$ cat src/rtl/sfc_pkg.sv
package sfc_pkg;

    localparam int COORD_BITS_DEF = 32;
    localparam int REG_COUNT      = 8;
    localparam int REG_IDX_BITS   = 3;
    localparam int REG_BITS       = 64;
    localparam int Q_BITS         = 32;
    localparam int N_BITS         = 16;
    localparam int FIFO_DEPTH     = 4;
    localparam int FIFO_PTR_BITS  = 2;

    typedef enum logic [2:0] {
        REG_X_LO   = 3'd0,
        REG_X_HI   = 3'd1,
        REG_Y_LO   = 3'd2,
        REG_Y_HI   = 3'd3,
        REG_Z_LO   = 3'd4,
        REG_Z_HI   = 3'd5,
        REG_CLIP   = 3'd6,
        REG_NORMAL = 3'd7
    } t_reg_idx;

    typedef enum logic [2:0] {
        CULL_NONE   = 3'd0,
        CULL_NEAR   = 3'd1,
        CULL_FAR    = 3'd2,
        CULL_LEFT   = 3'd3,
        CULL_RIGHT  = 3'd4,
        CULL_TOP    = 3'd5,
        CULL_BOTTOM = 3'd6
    } t_cull;

endpackage

$ cat src/rtl/sfc_fifo.sv
// Small queue between front and back.
module sfc_fifo import sfc_pkg::*; #(
    parameter int W = 8
) (
    input  logic         i_clk,
    input  logic         i_rst_n,
    input  logic         i_wr,
    input  logic [W-1:0] i_data,
    input  logic         i_rd,
    output logic [W-1:0] o_data,
    output logic         o_empty,
    output logic [FIFO_PTR_BITS:0] o_count
);
    logic [W-1:0] r_mem [FIFO_DEPTH];
    logic [FIFO_PTR_BITS-1:0] r_wp, r_rp;
    logic [FIFO_PTR_BITS:0]   r_cnt;

    always_ff @(posedge i_clk) begin
        if (!i_rst_n) begin
            r_wp <= '0;
            r_rp <= '0;
            r_cnt <= '0;
        end else begin
            if (i_wr) r_wp <= r_wp + 1'b1;
            if (i_rd) r_rp <= r_rp + 1'b1;
            r_cnt <= r_cnt + (FIFO_PTR_BITS+1)'(i_wr) - (FIFO_PTR_BITS+1)'(i_rd);
        end
    end

    always_ff @(posedge i_clk) begin
        if (i_wr) r_mem[r_wp] <= i_data;
    end

    assign o_data  = r_mem[r_rp];
    assign o_empty = (r_cnt == '0);
    assign o_count = r_cnt;

`ifndef SYNTHESIS
    a_no_over: assert property (@(posedge i_clk) disable iff (!i_rst_n)
        (r_cnt == (FIFO_PTR_BITS+1)'(FIFO_DEPTH)) |-> !i_wr || i_rd)
        else $error("queue overflow");
    a_no_under: assert property (@(posedge i_clk) disable iff (!i_rst_n)
        i_rd |-> !o_empty) else $error("queue underflow");
    a_cnt: assert property (@(posedge i_clk) disable iff (!i_rst_n)
        r_cnt <= (FIFO_PTR_BITS+1)'(FIFO_DEPTH)) else $error("count range");
`endif
endmodule

$ cat config.mk
export PLATFORM = sky130hd
export DESIGN_NAME = sfc_fifo
export DESIGN_NICKNAME = d
export VERILOG_FILES = /design/src/rtl/sfc_pkg.sv /design/src/rtl/sfc_fifo.sv
export SDC_FILE = /design/constraint.sdc
export NUM_CORES = 1
export LEC_CHECK = 0
export ABC_AREA = 1
export BUFFER_PORTS_ARGS = -buffer_cell sky130_fd_sc_hd__buf_4
export CORE_ASPECT_RATIO = 0.8
export CORE_MARGIN = 8
export CORE_UTILIZATION = 47
export DETAILED_ROUTE_END_ITERATION = 16
export PLACE_DENSITY_LB_ADDON = 0.15
export RECOVER_POWER = 25
export SYNTH_ARGS = -nofsm -noshare
export SYNTH_HDL_FRONTEND = slang
export SYNTH_SLANG_ARGS = --single-unit
$ cat constraint.sdc
create_clock -name i_clk -period 1.85 [get_ports i_clk]
set_input_delay 0 -clock i_clk [delete_from_list [all_inputs] [get_ports i_clk]]
set_output_delay 0 -clock i_clk [all_outputs]
set_load 0.005 [all_outputs]
-- Word level (Yosys, flattened, before mapping)
Memories as Yosys holds them, arrays and structs flattened. A register that Yosys moved wholly into a read port is not among the register bits.
Index checks and enable logic that the tools add are counted.
- reduce and logical (&&, ||, !) cells: 1
- muxes and demuxes: 4
- add/subtract/negate cells: 4
- operators with widths (kind ; count):
    $add A2 B1 Y2 const B ; 2
    $mux W2 ; 2
    $add A3 B1 Y3 ; 1
    $logic_not A3 Y1 ; 1
    $sub A3 B1 Y3 ; 1
    $mux W1 ; 2
- memory bits (writable): 32
- output and inout bits: 12
- register bits after elaboration: 7
- memories kept: 1
- logic and storage cells: 13
- bits of input ports: 12
- memory list (memory ; words ; width ; rd ports ; clocked after memory_dff ; write ports ; line ; source):
    r_mem ; 4 ; 8 ; 1 ; 1 ; 1 ; sfc_fifo.sv:14 ; logic [W-1:0] r_mem [FIFO_DEPTH];

-- Logic depth before layout (Yosys ltp)
Gate-level depths: netlist of run 1.
- depth in word-level cells: 3
- gate-level depth with buffers: 8
- gate-level depth less buffers: 8

-- Worst setup path after synthesis of run 1
OpenSTA, ideal clock, no wires.
- path type: register to register
- from: register r_cnt[0] (netlist: o_count[0])
- to: register r_cnt[2] (netlist: o_count[2])
- path buffers: 0
- setup time: 0.115 ns
- arrival: 1.379 ns
- path slack: 0.356 ns
- stages on the path, launching flop included: 8
- required time: 1.735 ns
- cell sequence: dfxtp_1 inv_1 ha_1 inv_1 ha_1 fa_1 a21oi_1 nor2_1
- longest elaborated chain between the ends: 2
- ends and longest elaborated chain (item ; line ; source):
    start, declared ; sfc_fifo.sv:16 ; logic [FIFO_PTR_BITS:0] r_cnt;
    start signal, assigned ; sfc_fifo.sv:26 ; r_cnt <= r_cnt + (FIFO_PTR_BITS+1)'(i_wr) - (FIFO_PTR_BITS+1)'(i_rd);
    $add A3 B1 Y3 ; sfc_fifo.sv:26 ;
    $sub A3 B1 Y3 ; sfc_fifo.sv:26 ;
Every way passes these cells.
A chain may end at the register's enable or synchronous reset.

-- Final worst setup path of run 1
- from: input i_rd
- to: register r_cnt[2] (netlist: o_count[2])
- longest elaborated chain between the ends: 1
- ends and longest elaborated chain (item ; line ; source):
    start, declared ; sfc_fifo.sv:9 ; input logic i_rd,
    $sub A3 B1 Y3 ; sfc_fifo.sv:26 ;
Every way passes these cells.

==> key figures, run 1 <==
Run status
  • Status: complete, no violations

Drt
  • DRC Markers: 0
  • DR iter-0 viols: 58
  • Total wire length: about 2.8 mm
  • Vias: 1070
  • Remaining antenna violation count: 0
  • Routed vias/inst: between 4 and 5
  • Wirelength per Cell: approximately 13 um
  • Pre-Repair DR Iteration Count: 4

Synthesis
  • Synth Area in Adders: between 5 and 6%
  • Synth Area per Inst: 11.64 um2
  • Largest family of logic cells by synthesized area: compound AO/OA/AOI/OAI gates
  • Yosys top cell area share: ~56%
  • Synthesized cell area: approximately 0.0017 mm2
  • Largest cells by area after synthesis: edfxtp_1 (56%), dfxtp_1 (11%), inv_1 (6.8%), nand2_1 (5.7%), ha_1 (4.4%)
  • Synth Register Bits: between 40 and 50
  • Cell count after synthesis: around 150
  • Cell variety after synth: 16
  • Register area share after synthesis: ~67%
  • Mapped Nets: about 170
  • Synthesis Warnings: 0
  • Leading area contributor after synthesis: edfxtp_1
  • Simple-gate area share of the yosys netlist: about 6.5%
  • Post-synthesis mux area share: 0%
  • Complex-gate fraction of the synthesized area: roughly 11%
  • Synth Area in XOR/XNOR: 0%

Timing
  • Slew HR: 60.54%
  • Fin. Hold Viols: 0
  • WHS: 0.06094 ns
  • Final worst slack: ~0.26 ns
  • Max-slew violations: 0
  • Tcrit/Tclk final: roughly 86%
  • Final min period: 1.589 ns
  • Slew @ Worst Pin: between 0.5 and 0.6 ns
  • RSZ-0062 raised after global routing: no
  • FMAX: approximately 630 MHz
  • Setup TNS: 0 ns
  • Final setup violation count: 0
  • Clock Skew: roughly 0.0016 ns

Run
  • Max-cap violation count: 0

Worst setup path
  • CP max FO: 5
  • Startpoint types: input pin
  • Worst Path Arrival: 1.77 ns
  • CP Class: in -> reg
  • Worst endpoint required time: 2.03 ns
  • Crit end category: flip-flop
  • FF-to-FF path depth: 7

Floorplan
  • Die Area: 0.005837 mm2
  • Cell row count: 19
  • Num ports: 24
  • Starting Density: 49.28%
  • Core ar.: about 0.0035 mm2
  • Die height: 69.96 um
  • Die X-Extent: around 83 um

GRT
  • Vias in the first global route: about 1100
  • GRT Total Usage: between 10% and 20%
  • Initial antenna violation count: 0
  • Remaining Overflow, GRT: 0
  • Pin count of the biggest net entering global routing: 33
  • First-pass GRT wire length: 4.878 mm

Placed design
  • Placer Congestion: roughly 0.74
  • Dpl hpwl: 1.970 mm
  • Pre-CTS setup slack: about 0.27 ns
  • Port bufs: 23
  • Placed Cells: 208

CTS
  • Max Root-Sink Buffers: 2
  • Root Buffer: clkbuf_8
  • CTS buffer count: 5
  • H-Tree Depth: 2
  • Clock sinks: ~40
  • Clock Pin Slew Worst Setup and Hold Paths: 0.07 ns
  • Worst-Skew Late Latency: approximately 0.28 ns
  • Setup bufs post-CTS: 0
  • CTS tree: yes

Finish
  • Nets: between 200 and 250
  • Cell Count, Final, Fillers Out: 225
  • N_diodes: 0
  • Layout cells sized above 1: 13.11%
  • Area Overhead vs Synth: 19.53%

Pwr
  • Leak pwr: 0.8664 nW
  • VDD IR max: ~0.55 mV
  • Cell area power density: between 900 and 1000 mW/mm2

Min path
  • Hold Crit Class: in -> reg
  • Hold Path Cell Cnt: 3
[critical path, cell delays in order]
cell	delay (ns)
dlygate4sd3_1	0.53
buf_4	0.16
ha_1	0.28
inv_1	0.04
ha_1	0.18
fa_1	0.39
a21oi_1	0.13
nor2_1	0.06
[repair_timing]
item	4_1_cts	5_1_grt
hold endpoints to repair	38	0
hold buffers	10	0
endpoints found under the setup margin	0	0
gates resized for setup	0	0
[registers in the layout, indices dropped and copies added (netlist names), named ones only]
name     count
r_wp         2
o_count      3
r_mem       32
r_rp         2
[Yosys cell counts]
master and n:
o211ai_1 8, fa_1 1, nand3_1 1, inv_1 31, nor3_1 1, nand2_1 26
ha_1 6, a21oi_1 13, dfxtp_1 9, edfxtp_1 32, o21ai_1 2, buf_4 1
buf_6 4, o21ai_0 10, a21oi_2 1, nor2_1 1
[final timing paths]
kind | end | slack [ns] | startpoint
min reg2reg | flip-flop | 0.48 | r_rp[1]
max | o_count[2] | 0.26 | i_rd
min | r_wp[1] | 0.06 | i_wr
max reg2reg | o_count[2] | 0.27 | o_count[0]
[layout make-up]
class | count | area, um2
clock buffer | 6 | 72.57
fill | 282 | 1426
inverter | 31 | 116.4
tap | 42 | 52.55
timing repair buffer | 34 | 257.7
clock inverter | 1 | 3.754
multi-input combinational | 70 | 400.4
sequential | 41 | 1141
[layout by cell type (no fill, tap or decap), drive strengths merged]
| master | netlist | final |
|---|---|---|
| buf | 5 | 18 |
| dlygate4sd3 | 0 | 10 |
| ha | 6 | 6 |
| nand3 | 1 | 1 |
| nand2 | 26 | 26 |
| o21ai | 12 | 12 |
| inv | 31 | 31 |
| nor2 | 1 | 1 |
| dfxtp | 9 | 9 |
| o211ai | 8 | 8 |
| fa | 1 | 1 |
| clkinv | 0 | 1 |
| clkbuf | 0 | 12 |
| nor3 | 1 | 1 |
| edfxtp | 32 | 32 |
| a21oi | 14 | 14 |
[per-stage QoR]
step                total power [mW]  util, %  instance area, um2
floorplan                      1.256        -                1710
global placement               1.374    54.47                1891
detailed placement             1.394    54.47                1891
CTS                            1.920    59.55                2067
global route                   1.986    58.90                2044
finish                         1.898    58.90                2044
[power by group]
part	leakage, nW	switching, mW	total, mW	internal, mW
clock network	0.0387	0.265	0.519	0.254
logic	0.459	0.151	0.294	0.143
registers	0.369	0.0338	1.08	1.05
[kinds of logic after synthesis]
| logic type | after synthesis |
|---|---|
| compound gates | 34 |
| flops | 41 |
| fa+ha+maj | 7 |
| simple gates | 29 |
| buf+inv | 36 |
[metal layers]
layer	part of all wire (%)	GRT usage (%)	up-vias
met2	47	17.07	19
met3	5.2	4.983	7
li1	-	-	557
met1	45	11.20	487
met5	0	0	-
met4	2.5	4.780	0
Note: power is estimated with default switching activity, not from simulation.
==> run 2, diff against run 1 <==
--- a/config.mk
+++ b/config.mk
@@ -10,6 +10,7 @@
 export CORE_ASPECT_RATIO = 0.8
 export CORE_MARGIN = 8
 export CORE_UTILIZATION = 47
+export CTS_BUF_LIST = sky130_fd_sc_hd__clkbuf_8 sky130_fd_sc_hd__clkbuf_16
 export DETAILED_ROUTE_END_ITERATION = 16
 export PLACE_DENSITY_LB_ADDON = 0.15
 export RECOVER_POWER = 25
==> key figures, run 2 (synthesis gave the netlist of run 1 again) <==
Timing
  • Fin. Hold Viols: 0
  • Final min period: around 1.6 ns
  • Clock Skew: around 0.0015 ns
  • WHS: approximately 0.061 ns
  • Setup TNS: 0 ns
  • Slew @ Worst Pin: between 0.5 and 0.6 ns
  • Max-slew violations: 0
  • Tcrit/Tclk final: roughly 86%
  • RSZ-0062 raised after global routing: no
  • Final setup violation count: 0
  • FMAX: 629.5 MHz
  • Slew HR: roughly three fifths

CTS
  • Max Root-Sink Buffers: 2
  • Root Buffer: clkbuf_8
  • Setup bufs post-CTS: 0
  • Worst-Skew Late Latency: between 0.2 and 0.3 ns
  • # hold bufs at CTS: 10
  • Clock sinks: 41
  • CTS buffer count: 5
  • CTS tree: yes
  • Clock Pin Slew Worst Setup and Hold Paths: around 0.07 ns
  • H-Tree Depth: 2
  • PostCTS Resize Cnt: 0

Run
  • Max-cap violation count: 0

Drt
  • Vias: roughly 1100
  • DRC Markers: 0
  • DR iter-0 viols: about 60
  • Wirelength per Cell: 12.65 um
  • Remaining antenna violation count: 0
  • Routed vias/inst: about 4.8
  • Pre-Repair DR Iteration Count: 4
  • Total wire length: approximately 2.8 mm

Placed design
  • Dpl hpwl: roughly 2.0 mm
  • Placer Congestion: approximately 0.74
  • Port bufs: 23

GRT
  • Pin count of the biggest net entering global routing: 33
  • Initial antenna violation count: 0
  • Vias in the first global route: approximately 1100
  • GRT Total Usage: around a tenth
  • Met1 Use GR: approximately 11%
  • Met3 usage: under 10%
  • GRT met2 Usage: between 10% and 20%
  • First-pass GRT wire length: approximately 5 mm
  • Remaining Overflow, GRT: 0
  • GR peak layer: met2

Floorplan
  • Die X-Extent: between 80 and 90 um
  • Die height: around 70 um
  • Core ar.: about 0.0035 mm2
  • Num ports: 24
  • Cell row count: 19
  • Starting Density: between 40 and 50%
  • Die Area: roughly 0.0058 mm2

Min path
  • Min-delay src: i_wr
  • Hold Crit Class: in -> reg

Worst setup path
  • FF-to-FF Start: o_count[0]
  • Worst endpoint required time: between 2 and 2.5 ns
  • CP Class: in -> reg
  • Crit end category: flip-flop
  • Worst Path Arrival: about 1.8 ns
  • CP max FO: 5
  • CP startpoint: i_rd
  • Startpoint types: input pin

Run status
  • Status: complete, no violations

Pwr
  • VDD IR max: about 0.55 mV
  • Cell area power density: 926.2 mW/mm2
  • Leak pwr: 0.8706 nW

Finish
  • Most frequent cells in the layout: inv_1 (32), edfxtp_1 (32), nand2_1 (26)
  • Layout cells sized above 1: a little over an eighth
  • Nets: between 200 and 250
  • Number of flip-flops in the largest register: 32
  • Area Overhead vs Synth: 19.53%
  • Most flops, register: r_mem
  • N_diodes: 0
  • Utilization after layout: between 50 and 60%
## run 2: per-stage QoR
step / std cells / power (mW) / area [um2] / setup WS (ns)
after floorplan: 147 / 1.256 / 1710 / 0.3560
after global placement: 208 / 1.374 / 1891 / 0.3579
after detailed placement: 208 / 1.394 / 1891 / 0.2726
after CTS: 225 / 1.915 / 2067 / 0.2602
after global routing: 225 / 1.981 / 2044 / 0.1741
final: 225 / 1.894 / 2044 / 0.2613
## run 2: area by class of cell
type | count | area, um2
clock buffers | 5 | 68.82
inverters | 31 | 116.4
repair buffers | 34 | 257.7
fillers | 282 | 1426
well taps | 42 | 52.55
flip-flops and latches | 41 | 1141
clock inverters | 2 | 7.507
multi-input cells | 70 | 400.4
## run 2: metal layers
layer,vias up,share of wire (%)
met4,0,2.5
met5,-,0
met2,25,47
li1,557,-
met1,485,45
met3,9,5.5
## run 2: worst paths after layout
| check | to | slack, ns | cells past startpoint |
|---|---|---|---|
| setup / recovery | o_count[2] | 0.26 | 8 |
| hold / removal | r_wp[1] | 0.06 | 3 |
| setup reg to reg | o_count[2] | 0.27 | 7 |
| hold reg to reg | flip-flop | 0.48 | 2 |
## run 2: critical path: stages
cell and delay [ns]:
dlygate4sd3_1 0.53, buf_4 0.16, ha_1 0.28, inv_1 0.04
ha_1 0.18, fa_1 0.39, a21oi_1 0.13, nor2_1 0.06
## run 2: report_power, final
part	leakage (nW)	switching [mW]	total, mW	internal [mW]
Sequential	0.369	0.0338	1.08	1.05
Combinational	0.459	0.151	0.294	0.143
Clock	0.0428	0.266	0.515	0.248
Total	0.871	0.451	1.89	1.44
==> run 3, diff against run 2 <==
--- a/config.mk
+++ b/config.mk
@@ -8,9 +8,8 @@
 export ABC_AREA = 1
 export BUFFER_PORTS_ARGS = -buffer_cell sky130_fd_sc_hd__buf_4
 export CORE_ASPECT_RATIO = 0.8
-export CORE_MARGIN = 8
 export CORE_UTILIZATION = 47
-export CTS_BUF_LIST = sky130_fd_sc_hd__clkbuf_8 sky130_fd_sc_hd__clkbuf_16
+export CTS_BUF_LIST = sky130_fd_sc_hd__clkbuf_4 sky130_fd_sc_hd__clkbuf_8
 export DETAILED_ROUTE_END_ITERATION = 16
 export PLACE_DENSITY_LB_ADDON = 0.15
 export RECOVER_POWER = 25
==> key figures, run 3 (synthesis gave the netlist of run 1 again) <==
Pwr
  • VDD IR max: roughly 0.7 mV
  • Power, Total: 2.122 mW
  • Cell area power density: slightly above 1000 mW/mm2
  • Leak pwr: 0.8851 nW

Floorplan
  • Die Area: approximately 0.0039 mm2
  • Die height: ~56 um
  • Starting Density: ~50%
  • Num ports: 24
  • Cell row count: 19
  • Die X-Extent: 69.45 um
  • Core ar.: between 0.003 and 0.004 mm2

Worst setup path
  • Worst endpoint required time: 2.04 ns
  • Startpoint types: flip-flop
  • CP Class: reg -> reg
  • Max incr delay on CP: 0.39 ns
  • Crit end category: flip-flop
  • Cell Chain, Critical Path: inv_1 -> ha_1 -> inv_1 -> ha_1 -> fa_1 -> a21oi_1 -> nor2_1
  • Worst Path Arrival: about 1.8 ns
  • Worst path slowest cell: fa_1
  • WP buf/inv: 2
  • CP max FO: 3
  • Largest delay share family, worst path: adder cells

GRT
  • Remaining Overflow, GRT: 0
  • First-pass GRT wire length: 4.705 mm
  • Vias in the first global route: approximately 1100
  • Pin count of the biggest net entering global routing: 33
  • GRT Total Usage: between 15 and 20%
  • Initial antenna violation count: 0

Timing
  • FMAX: ~620 MHz
  • Clock Skew: 0.003142 ns
  • Final min period: 1.601 ns
  • Final setup violation count: 0
  • RSZ-0062 raised after global routing: no
  • Max-slew violations: 0
  • Slew @ Worst Pin: between 0.6 and 0.7 ns
  • Fin. Hold Viols: 0
  • Tcrit/Tclk final: between 80% and 90%
  • Slew HR: roughly three fifths
  • Setup TNS: 0 ns

Finish
  • Area Overhead vs Synth: 22.09%
  • N_diodes: 0
  • Most flops, register: r_mem
  • Most frequent cells in the layout: edfxtp_1 (32), inv_1 (31), nand2_1 (26)
  • Nets: about 200
  • Number of flip-flops in the largest register: 32
  • Utilization after layout: between 60% and 70%
  • Layout cells sized above 1: approximately 15%
  • Commonest non-fill, non-tap cell in the layout: edfxtp_1

Placed design
  • Port bufs: 23
  • Dpl hpwl: roughly 1.8 mm
  • Placer Congestion: about 0.74

CTS
  • H-Tree Depth: 2
  • CTS buffer count: 5
  • Clock Pin Slew Worst Setup and Hold Paths: roughly 0.08 ns
  • CTS tree: yes
  • PostCTS Resize Cnt: 0
  • Root Buffer: clkbuf_8
  • Clock sinks: between 40 and 50
  • Worst-Skew Late Latency: about 0.29 ns
  • Max Root-Sink Buffers: 2

Drt
  • DR iter-0 viols: 62
  • DRC Markers: 0
  • Routed vias/inst: 4.819
  • Vias: around 1100
  • Total wire length: ~2.8 mm
  • Remaining antenna violation count: 0
  • Pre-Repair DR Iteration Count: 4
  • Wirelength per Cell: between 10 and 15 um

Min path
  • Hold Crit Class: in -> reg

Run
  • Max-cap violation count: 0

Run status
  • Status: complete, no violations
[run 3: cell types whose count changed in the layout (fill, tap and decap cells not counted)]
cell,before,now
bufinv_16,0,1
clkbuf_8,5,6
clkinv_1,1,0
clkinvlp_4,0,1
inv_1,32,31
[run 3: final timing paths]
kind              slack, ns  depth (start not counted)        from          to
setup / recovery       0.25                          7  o_count[0]  o_count[2]
hold / removal         0.04                          3        i_wr     r_wp[1]
setup reg to reg       0.25                          7  o_count[0]  o_count[2]
hold reg to reg        0.48                          2     r_rp[1]     r_rp[1]
[run 3: where the power goes]
part	total [mW]	switching, mW	leakage, nW	internal (mW)
clock	0.744	0.305	0.0574	0.439
sequential	1.09	0.0374	0.369	1.05
combinational	0.290	0.147	0.459	0.143
total	2.12	0.489	0.885	1.63
[run 3: area by class of cell]
class	count	area [um2]
inverter	31	116.4
clock inverter	2	37.54
sequential	41	1141
timing repair buffer	34	257.7
multi-input combinational	70	400.4
fill	297	1359
clock buffer	6	82.58
tap	42	52.55
[run 3: routing by layer]
| metal | part of all wire, % | track usage, % | wire (um) |
|---|---|---|---|
| met2 | 48 | 26.35 | 1370 |
| met3 | 3.0 | 4.348 | 85 |
| met4 | 1.4 | 6.997 | 39 |
| met1 | 47 | 20.93 | 1334 |
| met5 | 0 | 0 | 0 |
[run 3: stage by stage]
step	cells	hold slack [ns]	instance area, um2	setup slack, ns
finish	226	0.04230	2088	0.2486
global route	226	0.08493	2088	0.1322
global placement	208	0.2004	1891	0.3581
detailed placement	208	0.2056	1891	0.2763
CTS	226	0.04105	2111	0.2559
floorplan	147	0.09191	1710	0.3560
[run 3: worst reg2reg max path: stages (launching register included)]
cell and delay [ns]:
dfxtp_1 0.37, inv_1 0.06, ha_1 0.26, inv_1 0.04
ha_1 0.19, fa_1 0.39, a21oi_1 0.13, nor2_1 0.06
[run 3: what timing repair did]
item,CTS,global route
hold buffers,10,0
buffers inserted,0,0
hold endpoints to repair,38,0
